<file path="config.mk">
export PLATFORM = sky130hd
export DESIGN_NAME = article_record_validator
export DESIGN_NICKNAME = d
export VERILOG_FILES = /design/src/rtl/arv_pkg.sv /design/src/rtl/arv_front.sv /design/src/rtl/arv_queue.sv /design/src/rtl/article_record_validator.sv
export SDC_FILE = /design/constraint.sdc
export NUM_CORES = 2
export LEC_CHECK = 0
export BUFFER_PORTS_ARGS = -buffer_cell sky130_fd_sc_hd__buf_2
export CORE_MARGIN = 1.5
export CORE_UTILIZATION = 66
export DETAILED_ROUTE_END_ITERATION = 10
export GPL_ROUTABILITY_DRIVEN = 0
export PLACE_DENSITY = 0.85
export SLEW_MARGIN = 25
export SYNTH_ARGS = -nofsm -noshare
export SYNTH_HDL_FRONTEND = slang
export SYNTH_SLANG_ARGS = --single-unit
</file>
<file path="constraint.sdc">
create_clock -name clock -period 15.28 [get_ports clock]
set_input_delay 3.056 -clock clock [delete_from_list [all_inputs] [get_ports clock]]
set_output_delay 3.056 -clock clock [all_outputs]
set_load 0.05 [all_outputs]
</file>
<file path="src/rtl/arv_pkg.sv">
// ----------------------------------------------------------------------------
// arv_pkg
// Shared types and codes for the article record validator.
// ----------------------------------------------------------------------------
package arv_pkg;

   localparam int QUEUE_DEPTH = 4;
   localparam int QUEUE_AW    = $clog2(QUEUE_DEPTH);

   localparam logic [1:0] KIND_STRING = 2'd0;
   localparam logic [1:0] KIND_SPAN   = 2'd1;
   localparam logic [1:0] KIND_STATUS = 2'd2;

   localparam logic [2:0] ST_OK          = 3'd0;
   localparam logic [2:0] ST_NO_LANG     = 3'd1;
   localparam logic [2:0] ST_NO_LENGTH   = 3'd2;
   localparam logic [2:0] ST_TEXT_SHORT  = 3'd3;
   localparam logic [2:0] ST_BAD_UTF8    = 3'd4;
   localparam logic [2:0] ST_NO_SPAN_LEN = 3'd5;
   localparam logic [2:0] ST_SPAN_SHORT  = 3'd6;
   localparam logic [2:0] ST_SPAN_RANGE  = 3'd7;

   typedef struct packed {
      logic [1:0]  kind;
      logic [15:0] string_index;
      logic [15:0] text_bytes;
      logic [15:0] text_units;
      logic [23:0] language;
      logic [15:0] span_offset;
      logic [15:0] span_units;
      logic [15:0] first_datum;
      logic [15:0] second_datum;
      logic [7:0]  span_kind;
      logic [2:0]  status;
      logic        end_of_run;
   } rec_type;

   // Records produced by one byte, packed from slot 0.
   typedef struct packed {
      logic    valid0;
      logic    valid1;
      rec_type rec0;
      rec_type rec1;
   } rec_pair_type;

endpackage

</file>
<file path="src/rtl/arv_front.sv">
// ----------------------------------------------------------------------------
// arv_front
// Byte parser: tracks the article structure, validates UTF-8 text and
// produces up to two records for each accepted byte.
// ----------------------------------------------------------------------------
module arv_front (
   input  logic                 clock,
   input  logic                 reset,
   input  logic                 take,
   input  logic [7:0]           data_byte,
   input  logic                 last,
   output arv_pkg::rec_pair_type recs
);
   import arv_pkg::*;

   typedef enum logic [2:0] {
      PH_LEN, PH_LANG, PH_TEXT, PH_SPLEN, PH_SPBODY, PH_SKIP
   } phase_type;

   localparam logic [2:0] BOUNDS_BAD = 3'd7;

   phase_type   phase_ff, phase_in;
   logic [2:0]  fbc_ff, fbc_in;
   logic        odd_ff, odd_in;
   logic [15:0] sc_ff, sc_in;
   logic [15:0] trem_ff, trem_in;
   logic [15:0] units_ff, units_in;
   logic [1:0]  pend_ff, pend_in;
   logic [2:0]  bnd_ff, bnd_in;
   logic [55:0] buf_ff, buf_in;
   logic [23:0] lang_ff, lang_in;
   logic        failed_ff, failed_in;

   always_comb begin
      logic [55:0] buf_take;
      logic [2:0]  fbc_take;
      logic [7:0]  lo, hi;
      logic        pv;
      rec_type     prec, srec;
      logic [2:0]  st;
      logic [16:0] span_end;

      phase_in  = phase_ff;
      fbc_in    = fbc_ff;
      odd_in    = odd_ff;
      sc_in     = sc_ff;
      trem_in   = trem_ff;
      units_in  = units_ff;
      pend_in   = pend_ff;
      bnd_in    = bnd_ff;
      buf_in    = buf_ff;
      lang_in   = lang_ff;
      failed_in = failed_ff;
      pv        = 1'b0;
      prec      = '0;
      srec      = '0;
      st        = ST_OK;
      lo        = 8'h80;
      hi        = 8'hBF;
      span_end  = '0;

      buf_take = buf_ff | ({48'd0, data_byte} << {fbc_ff, 3'b000});
      fbc_take = fbc_ff + 3'd1;

      if (!failed_ff) begin
         case (phase_ff)
            PH_LANG: begin
               buf_in = buf_take;
               fbc_in = fbc_take;
               if (fbc_take == 3'd3) begin
                  lang_in  = buf_take[23:0];
                  buf_in   = '0;
                  fbc_in   = '0;
                  phase_in = PH_LEN;
               end
            end
            PH_LEN: begin
               buf_in = buf_take;
               fbc_in = fbc_take;
               if (fbc_take == 3'd2) begin
                  trem_in  = buf_take[15:0];
                  units_in = '0;
                  pend_in  = '0;
                  bnd_in   = '0;
                  fbc_in   = '0;
                  if (buf_take[15:0] == 16'd0) begin
                     // Empty text completes the string at once.
                     pv                = 1'b1;
                     prec.kind         = KIND_STRING;
                     prec.string_index = sc_ff;
                     prec.language     = odd_ff ? lang_ff : 24'd0;
                     buf_in            = '0;
                     phase_in          = PH_SPLEN;
                  end else begin
                     buf_in   = {40'd0, buf_take[15:0]};
                     phase_in = PH_TEXT;
                  end
               end
            end
            PH_TEXT: begin
               if (bnd_ff != BOUNDS_BAD) begin
                  if (pend_ff == 2'd0) begin
                     if (data_byte == 8'h00) begin
                        bnd_in = BOUNDS_BAD;
                     end else if (data_byte < 8'h80) begin
                        units_in = units_ff + 16'd1;
                     end else if (data_byte >= 8'hC2 && data_byte <= 8'hDF) begin
                        pend_in  = 2'd1;
                        bnd_in   = 3'd0;
                        units_in = units_ff + 16'd1;
                     end else if (data_byte >= 8'hE0 && data_byte <= 8'hEF) begin
                        pend_in  = 2'd2;
                        bnd_in   = (data_byte == 8'hE0) ? 3'd1 :
                                   (data_byte == 8'hED) ? 3'd2 : 3'd0;
                        units_in = units_ff + 16'd1;
                     end else if (data_byte >= 8'hF0 && data_byte <= 8'hF4) begin
                        pend_in  = 2'd3;
                        bnd_in   = (data_byte == 8'hF0) ? 3'd3 :
                                   (data_byte == 8'hF4) ? 3'd4 : 3'd0;
                        units_in = units_ff + 16'd2;
                     end else begin
                        bnd_in = BOUNDS_BAD;
                     end
                  end else begin
                     case (bnd_ff)
                        3'd1:    lo = 8'hA0;
                        3'd2:    hi = 8'h9F;
                        3'd3:    lo = 8'h90;
                        3'd4:    hi = 8'h8F;
                        default: ;
                     endcase
                     if (data_byte < lo || data_byte > hi) begin
                        bnd_in = BOUNDS_BAD;
                     end else begin
                        pend_in = pend_ff - 2'd1;
                        bnd_in  = 3'd0;
                     end
                  end
               end
               trem_in = trem_ff - 16'd1;
               if (trem_in == 16'd0) begin
                  if (bnd_in == BOUNDS_BAD || pend_in != 2'd0) begin
                     failed_in = 1'b1;
                     buf_in    = {53'd0, ST_BAD_UTF8};
                     fbc_in    = '0;
                     phase_in  = PH_SKIP;
                  end else begin
                     pv                = 1'b1;
                     prec.kind         = KIND_STRING;
                     prec.string_index = sc_ff;
                     prec.text_bytes   = buf_ff[15:0];
                     prec.text_units   = units_in;
                     prec.language     = odd_ff ? lang_ff : 24'd0;
                     buf_in            = '0;
                     fbc_in            = '0;
                     phase_in          = PH_SPLEN;
                  end
               end
            end
            PH_SPLEN: begin
               buf_in = buf_take;
               fbc_in = fbc_take;
               if (fbc_take == 3'd2) begin
                  buf_in = '0;
                  fbc_in = '0;
                  if (buf_take[15:0] == 16'd0) begin
                     if (sc_ff != 16'hFFFF) begin
                        sc_in = sc_ff + 16'd1;
                     end
                     odd_in   = ~odd_ff;
                     phase_in = odd_ff ? PH_LEN : PH_LANG;
                  end else begin
                     trem_in  = buf_take[15:0];
                     phase_in = PH_SPBODY;
                  end
               end
            end
            PH_SPBODY: begin
               buf_in = buf_take;
               fbc_in = fbc_take;
               if (fbc_take == 3'd7) begin
                  pv                = 1'b1;
                  prec.kind         = KIND_SPAN;
                  prec.string_index = sc_ff;
                  prec.span_offset  = buf_take[15:0];
                  prec.span_units   = trem_ff;
                  prec.first_datum  = buf_take[31:16];
                  prec.second_datum = buf_take[47:32];
                  prec.span_kind    = buf_take[55:48];
                  buf_in            = '0;
                  fbc_in            = '0;
                  span_end = {1'b0, buf_take[15:0]} + {1'b0, trem_ff};
                  if (span_end > {1'b0, units_ff}) begin
                     failed_in = 1'b1;
                     buf_in    = {53'd0, ST_SPAN_RANGE};
                     phase_in  = PH_SKIP;
                  end else begin
                     phase_in = PH_SPLEN;
                  end
               end
            end
            default: ;
         endcase
      end

      if (failed_in) begin
         st = buf_in[2:0];
      end else begin
         case (phase_in)
            PH_LANG:  st = (fbc_in == 3'd0) ? ST_OK : ST_NO_LANG;
            PH_LEN:   st = (fbc_in == 3'd0 && !odd_in) ? ST_OK : ST_NO_LENGTH;
            PH_TEXT:  st = ST_TEXT_SHORT;
            PH_SPLEN: st = ST_NO_SPAN_LEN;
            default:  st = ST_SPAN_SHORT;
         endcase
      end
      srec.kind         = KIND_STATUS;
      srec.string_index = sc_in;
      srec.status       = st;
      srec.end_of_run   = 1'b1;
      prec.end_of_run   = !last;

      recs = '0;
      if (pv) begin
         recs.valid0 = 1'b1;
         recs.rec0   = prec;
         recs.valid1 = last;
         recs.rec1   = srec;
      end else begin
         recs.valid0 = last;
         recs.rec0   = srec;
      end

      if (last) begin
         phase_in  = PH_LEN;
         fbc_in    = '0;
         odd_in    = 1'b0;
         sc_in     = '0;
         trem_in   = '0;
         units_in  = '0;
         pend_in   = '0;
         bnd_in    = '0;
         buf_in    = '0;
         lang_in   = '0;
         failed_in = 1'b0;
      end
   end

   always_ff @(posedge clock) begin
      if (reset) begin
         phase_ff  <= PH_LEN;
         fbc_ff    <= '0;
         odd_ff    <= 1'b0;
         sc_ff     <= '0;
         trem_ff   <= '0;
         units_ff  <= '0;
         pend_ff   <= '0;
         bnd_ff    <= '0;
         buf_ff    <= '0;
         lang_ff   <= '0;
         failed_ff <= 1'b0;
      end else if (take) begin
         phase_ff  <= phase_in;
         fbc_ff    <= fbc_in;
         odd_ff    <= odd_in;
         sc_ff     <= sc_in;
         trem_ff   <= trem_in;
         units_ff  <= units_in;
         pend_ff   <= pend_in;
         bnd_ff    <= bnd_in;
         buf_ff    <= buf_in;
         lang_ff   <= lang_in;
         failed_ff <= failed_in;
      end
   end

`ifndef ASSERT_OFF
   a_fail_skip: assert property (@(posedge clock) disable iff (reset)
      failed_ff |-> phase_ff == PH_SKIP)
      else $error("failed flag set outside skip phase");
   a_pair_order: assert property (@(posedge clock) disable iff (reset)
      recs.valid1 |-> recs.valid0 && recs.rec1.kind == KIND_STATUS)
      else $error("second record is not a status behind a first record");
   a_last_clears: assert property (@(posedge clock) disable iff (reset)
      take && last |=> phase_ff == PH_LEN && !failed_ff && sc_ff == 16'd0)
      else $error("article end did not clear parser state");
`endif

endmodule

</file>
<file path="src/rtl/arv_queue.sv">
// ----------------------------------------------------------------------------
// arv_queue
// Result queue: takes up to two records a cycle from the parser and hands
// them out one transaction at a time.
// ----------------------------------------------------------------------------
module arv_queue (
   input  logic                  clock,
   input  logic                  reset,
   input  logic                  wr,
   input  arv_pkg::rec_pair_type recs,
   input  logic                  rd,
   output arv_pkg::rec_type      head,
   output logic                  empty,
   output logic                  full
);
   import arv_pkg::*;

   rec_type               mem_ff [QUEUE_DEPTH];
   logic [QUEUE_AW-1:0]   wp_ff, wp_in;
   logic [QUEUE_AW-1:0]   rp_ff, rp_in;
   logic [QUEUE_AW:0]     cnt_ff, cnt_in;
   logic [1:0]            n_wr;
   logic                  do_rd;

   assign empty = (cnt_ff == '0);
   // Room for two records is kept so that any byte can be accepted.
   assign full  = (cnt_ff > (QUEUE_AW+1)'(QUEUE_DEPTH - 2));
   assign head  = mem_ff[rp_ff];
   assign do_rd = rd && !empty;

   always_comb begin
      n_wr = '0;
      if (wr) begin
         n_wr = {1'b0, recs.valid0} + {1'b0, recs.valid1};
      end
      wp_in  = wp_ff + QUEUE_AW'(n_wr);
      rp_in  = rp_ff + QUEUE_AW'(do_rd);
      cnt_in = cnt_ff + (QUEUE_AW+1)'(n_wr) - (QUEUE_AW+1)'(do_rd);
   end

   always_ff @(posedge clock) begin
      if (wr && recs.valid0) begin
         mem_ff[wp_ff] <= recs.rec0;
      end
      if (wr && recs.valid1) begin
         mem_ff[wp_ff + QUEUE_AW'(1)] <= recs.rec1;
      end
   end

   always_ff @(posedge clock) begin
      if (reset) begin
         wp_ff  <= '0;
         rp_ff  <= '0;
         cnt_ff <= '0;
      end else begin
         wp_ff  <= wp_in;
         rp_ff  <= rp_in;
         cnt_ff <= cnt_in;
      end
   end

`ifndef ASSERT_OFF
   a_cnt_range: assert property (@(posedge clock) disable iff (reset)
      cnt_ff <= (QUEUE_AW+1)'(QUEUE_DEPTH))
      else $error("queue count beyond depth");
   a_two_writes: assert property (@(posedge clock) disable iff (reset)
      n_wr == 2'd2 && !do_rd |=> cnt_ff == $past(cnt_ff) + (QUEUE_AW+1)'(2))
      else $error("double write not counted");
   a_ptr_gap: assert property (@(posedge clock) disable iff (reset)
      wp_ff == rp_ff + QUEUE_AW'(cnt_ff))
      else $error("queue pointers disagree with count");
`endif

endmodule

</file>
<file path="src/rtl/article_record_validator.sv">
// A record caused by a byte enters the result queue when the byte is taken
// and is shown on rsp_ at the queue head; a byte causes at most two records.
// Throughput: one byte per cycle while results are popped; the four-entry
// result queue raises full once fewer than two entries are free.
// Reset: synchronous, active high; clears parser state and the queue.
// ----------------------------------------------------------------------------
// article_record_validator
// Parses article bytes into string, span and status records.
// ----------------------------------------------------------------------------
module article_record_validator (
   input  logic        clock,
   input  logic        reset,
   input  logic        push,
   output logic        full,
   input  logic [7:0]  req_data_byte,
   input  logic        req_last,
   output logic        empty,
   input  logic        pop,
   output logic [1:0]  rsp_kind,
   output logic [15:0] rsp_string_index,
   output logic [15:0] rsp_text_bytes,
   output logic [15:0] rsp_text_units,
   output logic [23:0] rsp_language,
   output logic [15:0] rsp_span_offset,
   output logic [15:0] rsp_span_units,
   output logic [15:0] rsp_first_datum,
   output logic [15:0] rsp_second_datum,
   output logic [7:0]  rsp_span_kind,
   output logic [2:0]  rsp_status,
   output logic        rsp_end_of_run
);
   import arv_pkg::*;

   rec_pair_type recs;
   rec_type      head;
   logic         take;

   assign take = push && !full;

   arv_front u_front (
      .clock     (clock),
      .reset     (reset),
      .take      (take),
      .data_byte (req_data_byte),
      .last      (req_last),
      .recs      (recs)
   );

   arv_queue u_queue (
      .clock (clock),
      .reset (reset),
      .wr    (take),
      .recs  (recs),
      .rd    (pop),
      .head  (head),
      .empty (empty),
      .full  (full)
   );

   assign rsp_kind         = head.kind;
   assign rsp_string_index = head.string_index;
   assign rsp_text_bytes   = head.text_bytes;
   assign rsp_text_units   = head.text_units;
   assign rsp_language     = head.language;
   assign rsp_span_offset  = head.span_offset;
   assign rsp_span_units   = head.span_units;
   assign rsp_first_datum  = head.first_datum;
   assign rsp_second_datum = head.second_datum;
   assign rsp_span_kind    = head.span_kind;
   assign rsp_status       = head.status;
   assign rsp_end_of_run   = head.end_of_run;

endmodule
</file>
==> Word level (Yosys, flattened, before mapping) <==
Memory sizes are Yosys's and may differ from the RTL's. A register that Yosys moved wholly into a read port is not among the register bits.
Cells that the tools add are included.
{ "word_totals": {"regBits": 148, "mem_bits_rw": 600, "in_bits": 13, "output_inout_bits": 152, "n_memories": 1} }
{ "memory_table": {"columns": ["name", "depth", "width", "read_ports", "rd_ports_with_merged_regs", "write_ports", "line_no", "text"], "rows": [
  ["u_queue.mem_ff", 4, 150, 1, 1, 2, "arv_queue.sv:18", "rec_type mem_ff [QUEUE_DEPTH];"]
]} }
{ "classes": {"add_sub_neg": 13, "n_lt_le_gt_ge": 11, "n_eq_ne": 26, "shift": 1, "n_mux": 147, "bitwise": 2, "reduce_logical": 33} }
{ "ops": {"columns": ["operator", "n"], "rows": [
  ["$mux W56", 7],
  ["$mux W16", 23],
  ["$mux W150", 2],
  ["$pmux W56 S5", 1],
  ["$mux W72", 3],
  ["$mux W24", 7],
  ["$mux W146", 1],
  ["$mux W3", 35],
  ["$mux W74", 1],
  ["$mux W8", 8],
  ["$or A56 B56 Y56", 1],
  ["$shl A8 B6 Y56", 1],
  ["$pmux W18 S3", 1],
  ["$pmux W16 S3", 1],
  ["$pmux W24 S2", 1],
  ["$mux W2", 17],
  ["$add A16 B1 Y16 const B", 2],
  ["$eq A8 B8 Y1 const B", 4],
  ["$logic_not A16 Y1", 2],
  ["$mux W32", 1],
  ["$pmux W16 S2", 1],
  ["$mux W1", 26],
  ["$eq A3 B2 Y1 const B", 8],
  ["$ge A8 B8 Y1 const B", 3],
  ["other kinds (46)", 76]
]} }

==> Depth between registers and ports, before layout <==
{ "depth": {"word_depth": 24, "depth_mapped": 24, "mapped_depth_nobuf": 22} }

==> Cells and area by module <==
From an unflattened synthesis, not the netlist that was laid out.
{ "unflattened": {"cells_unflattened": 3067, "area_unflattened_um2": 40312.4} }
{ "modules_own_cells": {"columns": ["mod", "n_inst", "cells_each", "area_per_inst_um2", "seq_area_each_um2"], "rows": [
  ["arv_queue", 1, 1503, 29220.5, 18157.4],
  ["arv_front", 1, 1563, 11078.1, 2822.7],
  ["article_record_validator", 1, 1, 13.8, 0.0]
]} }

==> Worst setup path before layout <==
Ideal clock, no wire load.
{ "synth_path": {"kind": "input-to-reg", "from": "in req_data_byte[0]", "to": "mem u_queue.mem_ff[1][2] in the netlist's numbering (data pin)", "setup_time_ps": 278, "t_arrival_ps": 7193, "required_ps": 15002, "setup_slack_ps": 7809, "stages": 23, "path_cell_list": "buf_2 > nor4b_1 > nor2_1 > inv_1 > ha_1 > fa_1 > a21oi_1 > nand4b_1 > a211oi_1 > or2_2 > a21o_1 > a21oi_1 > xnor2_1 > ha_1 > nand4_1 > nor2_1 > a41oi_1 > nor2_1 > o21ai_0 > a21oi_1 > nand2_1 > nor4_1 > nor3b_1"} }
{ "synth_lines": {"columns": ["item", "line_no", "text"], "rows": [
  ["start: declaration", "article_record_validator.sv:15", "input logic [7:0] req_data_byte,"],
  ["end: declaration", "arv_queue.sv:18", null]
]} }

==> results.py <==
metrics = {
    "floorplanning": {
        "ios": 165,
        "rows": 81,
        "coreArea_um2": 48700,
        "die_width_um": 225,
        "start_util": 0.667,
        "die-area_um2": 50600,
        "die_h_um": 225,
    },
    "routing": {
        "vias_per_cell": 7.01,
        "routedWlPerCell_um": 24.4,
        "drtAntennaViolNets": 0,
        "drc": 0,
        "drt_first_pass_iters": 7,
        "initialDrtViolationCount": 3879,
        "vias": 27400,
        "drt_wl_total_mm": 95.0,
    },
    "sta": {
        "finalSetupTns_ns": 0,
        "period_needed_ns": 8.81,
        "period_share": 0.577,
        "fin_skew_ns": 0.0190,
        "fmax_ghz": 0.113,
        "maxSlewHeadroom": 0.256,
        "rsz0062_at_grt": "false",
        "worst_pin_slew_ns": 1.12,
        "finalWorstSetupSlack_ns": 6.47,
        "finalHoldViolCount": 0,
        "setup_viol": 0,
        "drv_slew": 0,
        "fin_hold_ws_ns": 0.451,
    },
    "finish": {
        "syn_to_final_growth_pct": 10.5,
        "fin_nets": 3244,
        "drive_gt1_frac": 0.162,
        "n_fill_cell": 3204,
        "layout.area.seq_um2": 15800,
        "multi_input_area_um2": 15500,
    },
    "clock_tree": {
        "ctsHoldBuffers": 0,
        "post_cts_resize_count": 0,
        "cts.htree.levels": 3,
        "cts_root_buf": "clkbuf_16",
        "worstSkewPairLatency_ns": 0.63,
        "tritoncts": "built",
        "clkTransAtPathRegs_ns": 0.06,
        "cts_buffers": 75,
        "cts_buffer_depth": 3,
        "cts.sinks": 748,
        "cts_setup_buffers": 0,
    },
    "pwr": {
        "p_per_area_nw_per_um2": 129,
        "vdd_drop_max_mv": 0.128,
        "p_total_mw": 4.64,
        "p_leak_nw": 13.5,
    },
    "worst_hold_path": {
        "hp-start": "u_queue.mem_ff[1][114]",
        "holdPathStages": 2,
        "hp-class": "register to register",
        "min_to": "u_queue.mem_ff[1][114]",
    },
    "grt": {
        "use_met3": 0.0725,
        "grt_util_met2": 0.589,
        "grt_overflow": 0,
        "grt_pass1_wl_mm": 147,
        "use_met1": 0.471,
        "grt_pass1_vias": 26900,
        "globalRouteTotalUtil": 0.370,
        "antenna_found_initial": 4,
        "top_usage_layer": "met2",
        "grt_start_max_net_pins": 85,
    },
    "logic_synthesis": {
        "synthTopCellsByArea": "dfxtp_1, a22o_1, mux4_2, edfxtp_1, o21ai_0",
        "syn_inst": 3171,
        "ys_seq_elements": 748,
        "synth_edf_count": 84,
        "synth.most_common_cell": "dfxtp_1",
        "yosys.area.top_type_share": 0.409,
        "synth_fp_nets": 3240,
        "syn_area_per_cell_um2": 10.3,
        "synth_common_cells": "dfxtp_1, a22o_1, nand2_1",
        "yosys_warnings": 0,
        "yosysSeqAreaShare": 0.486,
        "syn-cell-area_um2": 32500,
        "synthArstFlopShare": 0,
        "synth_top_area_cell": "dfxtp_1",
        "synthFlopType": "dfxtp_1",
        "yosysUniqueCellTypes": 87,
    },
    "place": {
        "dp_hpwl_mm": 59.2,
        "port-buffer-count": 164,
        "dp_slack_ns": 6.08,
    },
    "critical_path": {
        "critPathMaxFanout": 62,
        "ff2ff_path_depth": 21,
        "reg2reg_to": "u_queue.mem_ff[1][1]",
        "worst-setup-path-type": "input port to register",
        "critPathCaptureType": "register",
        "r2r-start": "u_front.fbc_ff[2]",
        "start_kind": "input port",
        "worstPathArrival_ns": 9.06,
        "required_ns": 15.52,
        "regToRegSetupSlack_ns": 8.42,
    },
    "run": {
        "drv_cap": 0,
    },
    "run_status": {
        "outcome": "complete, no violations",
    },
}
==> state kept, by name, summed over array words and instances (netlist names) <==
name	cells
u_queue.mem_ff	600
u_front.buf_ff	56
u_front.lang_ff	24
u_front.sc_ff	16
u_front.trem_ff	16
u_front.units_ff	16
u_front.bnd_ff	3
u_front.fbc_ff	3
u_front.phase_ff	3
u_queue.cnt_ff	3
u_front.pend_ff	2
u_queue.rp_ff	2
u_queue.wp_ff	2
u_front.failed_ff	1
u_front.odd_ff	1
==> layer usage <==
metal | vias up | routed length [um]
li1 | 11800 | -
met1 | 13400 | 36000
met2 | 1801 | 44700
met3 | 368 | 9360
met4 | 2 | 4930
met5 | - | 13
==> worst max-delay path: stages <==
cell and delay [ns]:
buf_2 0.39, ha_1 0.25, or2_2 0.11, o2111ai_1 0.19, or4_4 0.61, a2111oi_2 0.31, nand3b_1 0.66, o31a_1 0.71
inv_2 0.19, ha_1 0.33, nand2b_1 0.17, nand2_1 0.22, nand3_4 0.73, inv_1 1.09
==> cell usage in the layout, fill, tap and decap left out, types with 64 or more instances in the layout <==
| master | count |
|---|---|
| a21oi_1 | 208 |
| a22o_1 | 390 |
| buf_2 | 163 |
| clkbuf_16 | 79 |
| dfxtp_1 | 662 |
| edfxtp_1 | 84 |
| inv_1 | 64 |
| mux4_2 | 150 |
| nand2_1 | 286 |
| nor2_1 | 260 |
| nor3_1 | 67 |
| o21ai_0 | 245 |
==> cells by family (layout without fill, tap and decap cells) <==
group	count (synthesis)	after routing	share of synthesized area
adder cells (fa/ha/maj)	56	56	0.0220
multiplexers	156	156	0.106
XOR/XNOR	47	47	0.0129
flip-flops	748	748	0.486
buffers and inverters	333	395	0.0404
AO/OA/AOI/OAI	993	993	0.211
other	0	3	0
AND/OR/NAND/NOR	838	838	0.121
==> final cells by class <==
class                   instances  share of cell area
clock inverters                26             0.00661
flip-flops and latches        748               0.440
diodes                          3            0.000209
inverters                      65             0.00679
multi-input cells            2090               0.432
clock buffers                 109              0.0613
well taps                     664              0.0231
repair buffers                195              0.0298
==> worst max path at each step <==
| stage | from | end | cells after the start |
|---|---|---|---|
| after floorplan | req_data_byte[0] | u_queue.mem_ff[1][2] | 23 |
| after global placement | req_data_byte[5] | u_queue.mem_ff[3][140] | 14 |
| after detailed placement | req_data_byte[5] | u_queue.mem_ff[3][140] | 14 |
| after CTS | req_data_byte[5] | u_queue.mem_ff[3][139] | 14 |
| after global routing | req_data_byte[7] | u_queue.mem_ff[3][147] | 13 |
| final | req_data_byte[5] | u_queue.mem_ff[3][142] | 14 |
==> where the power goes <==
part	internal [mW]	leakage (nW)	total (mW)	switching, mW
clock network	1.04	1.21	1.83	0.784
registers	2.01	6.13	2.06	0.0556
logic	0.234	6.15	0.752	0.518
total	3.28	13.5	4.64	1.36
==> through the flow <==
step	util	instance area [um^2]	cells
CTS	0.736	35900	3893
global placement	0.685	33400	3756
floorplan	-	32500	3171
detailed placement	0.686	33400	3758
global route	0.737	35900	3900
finish	0.737	35900	3900
Power figures use the tool's default switching activity.
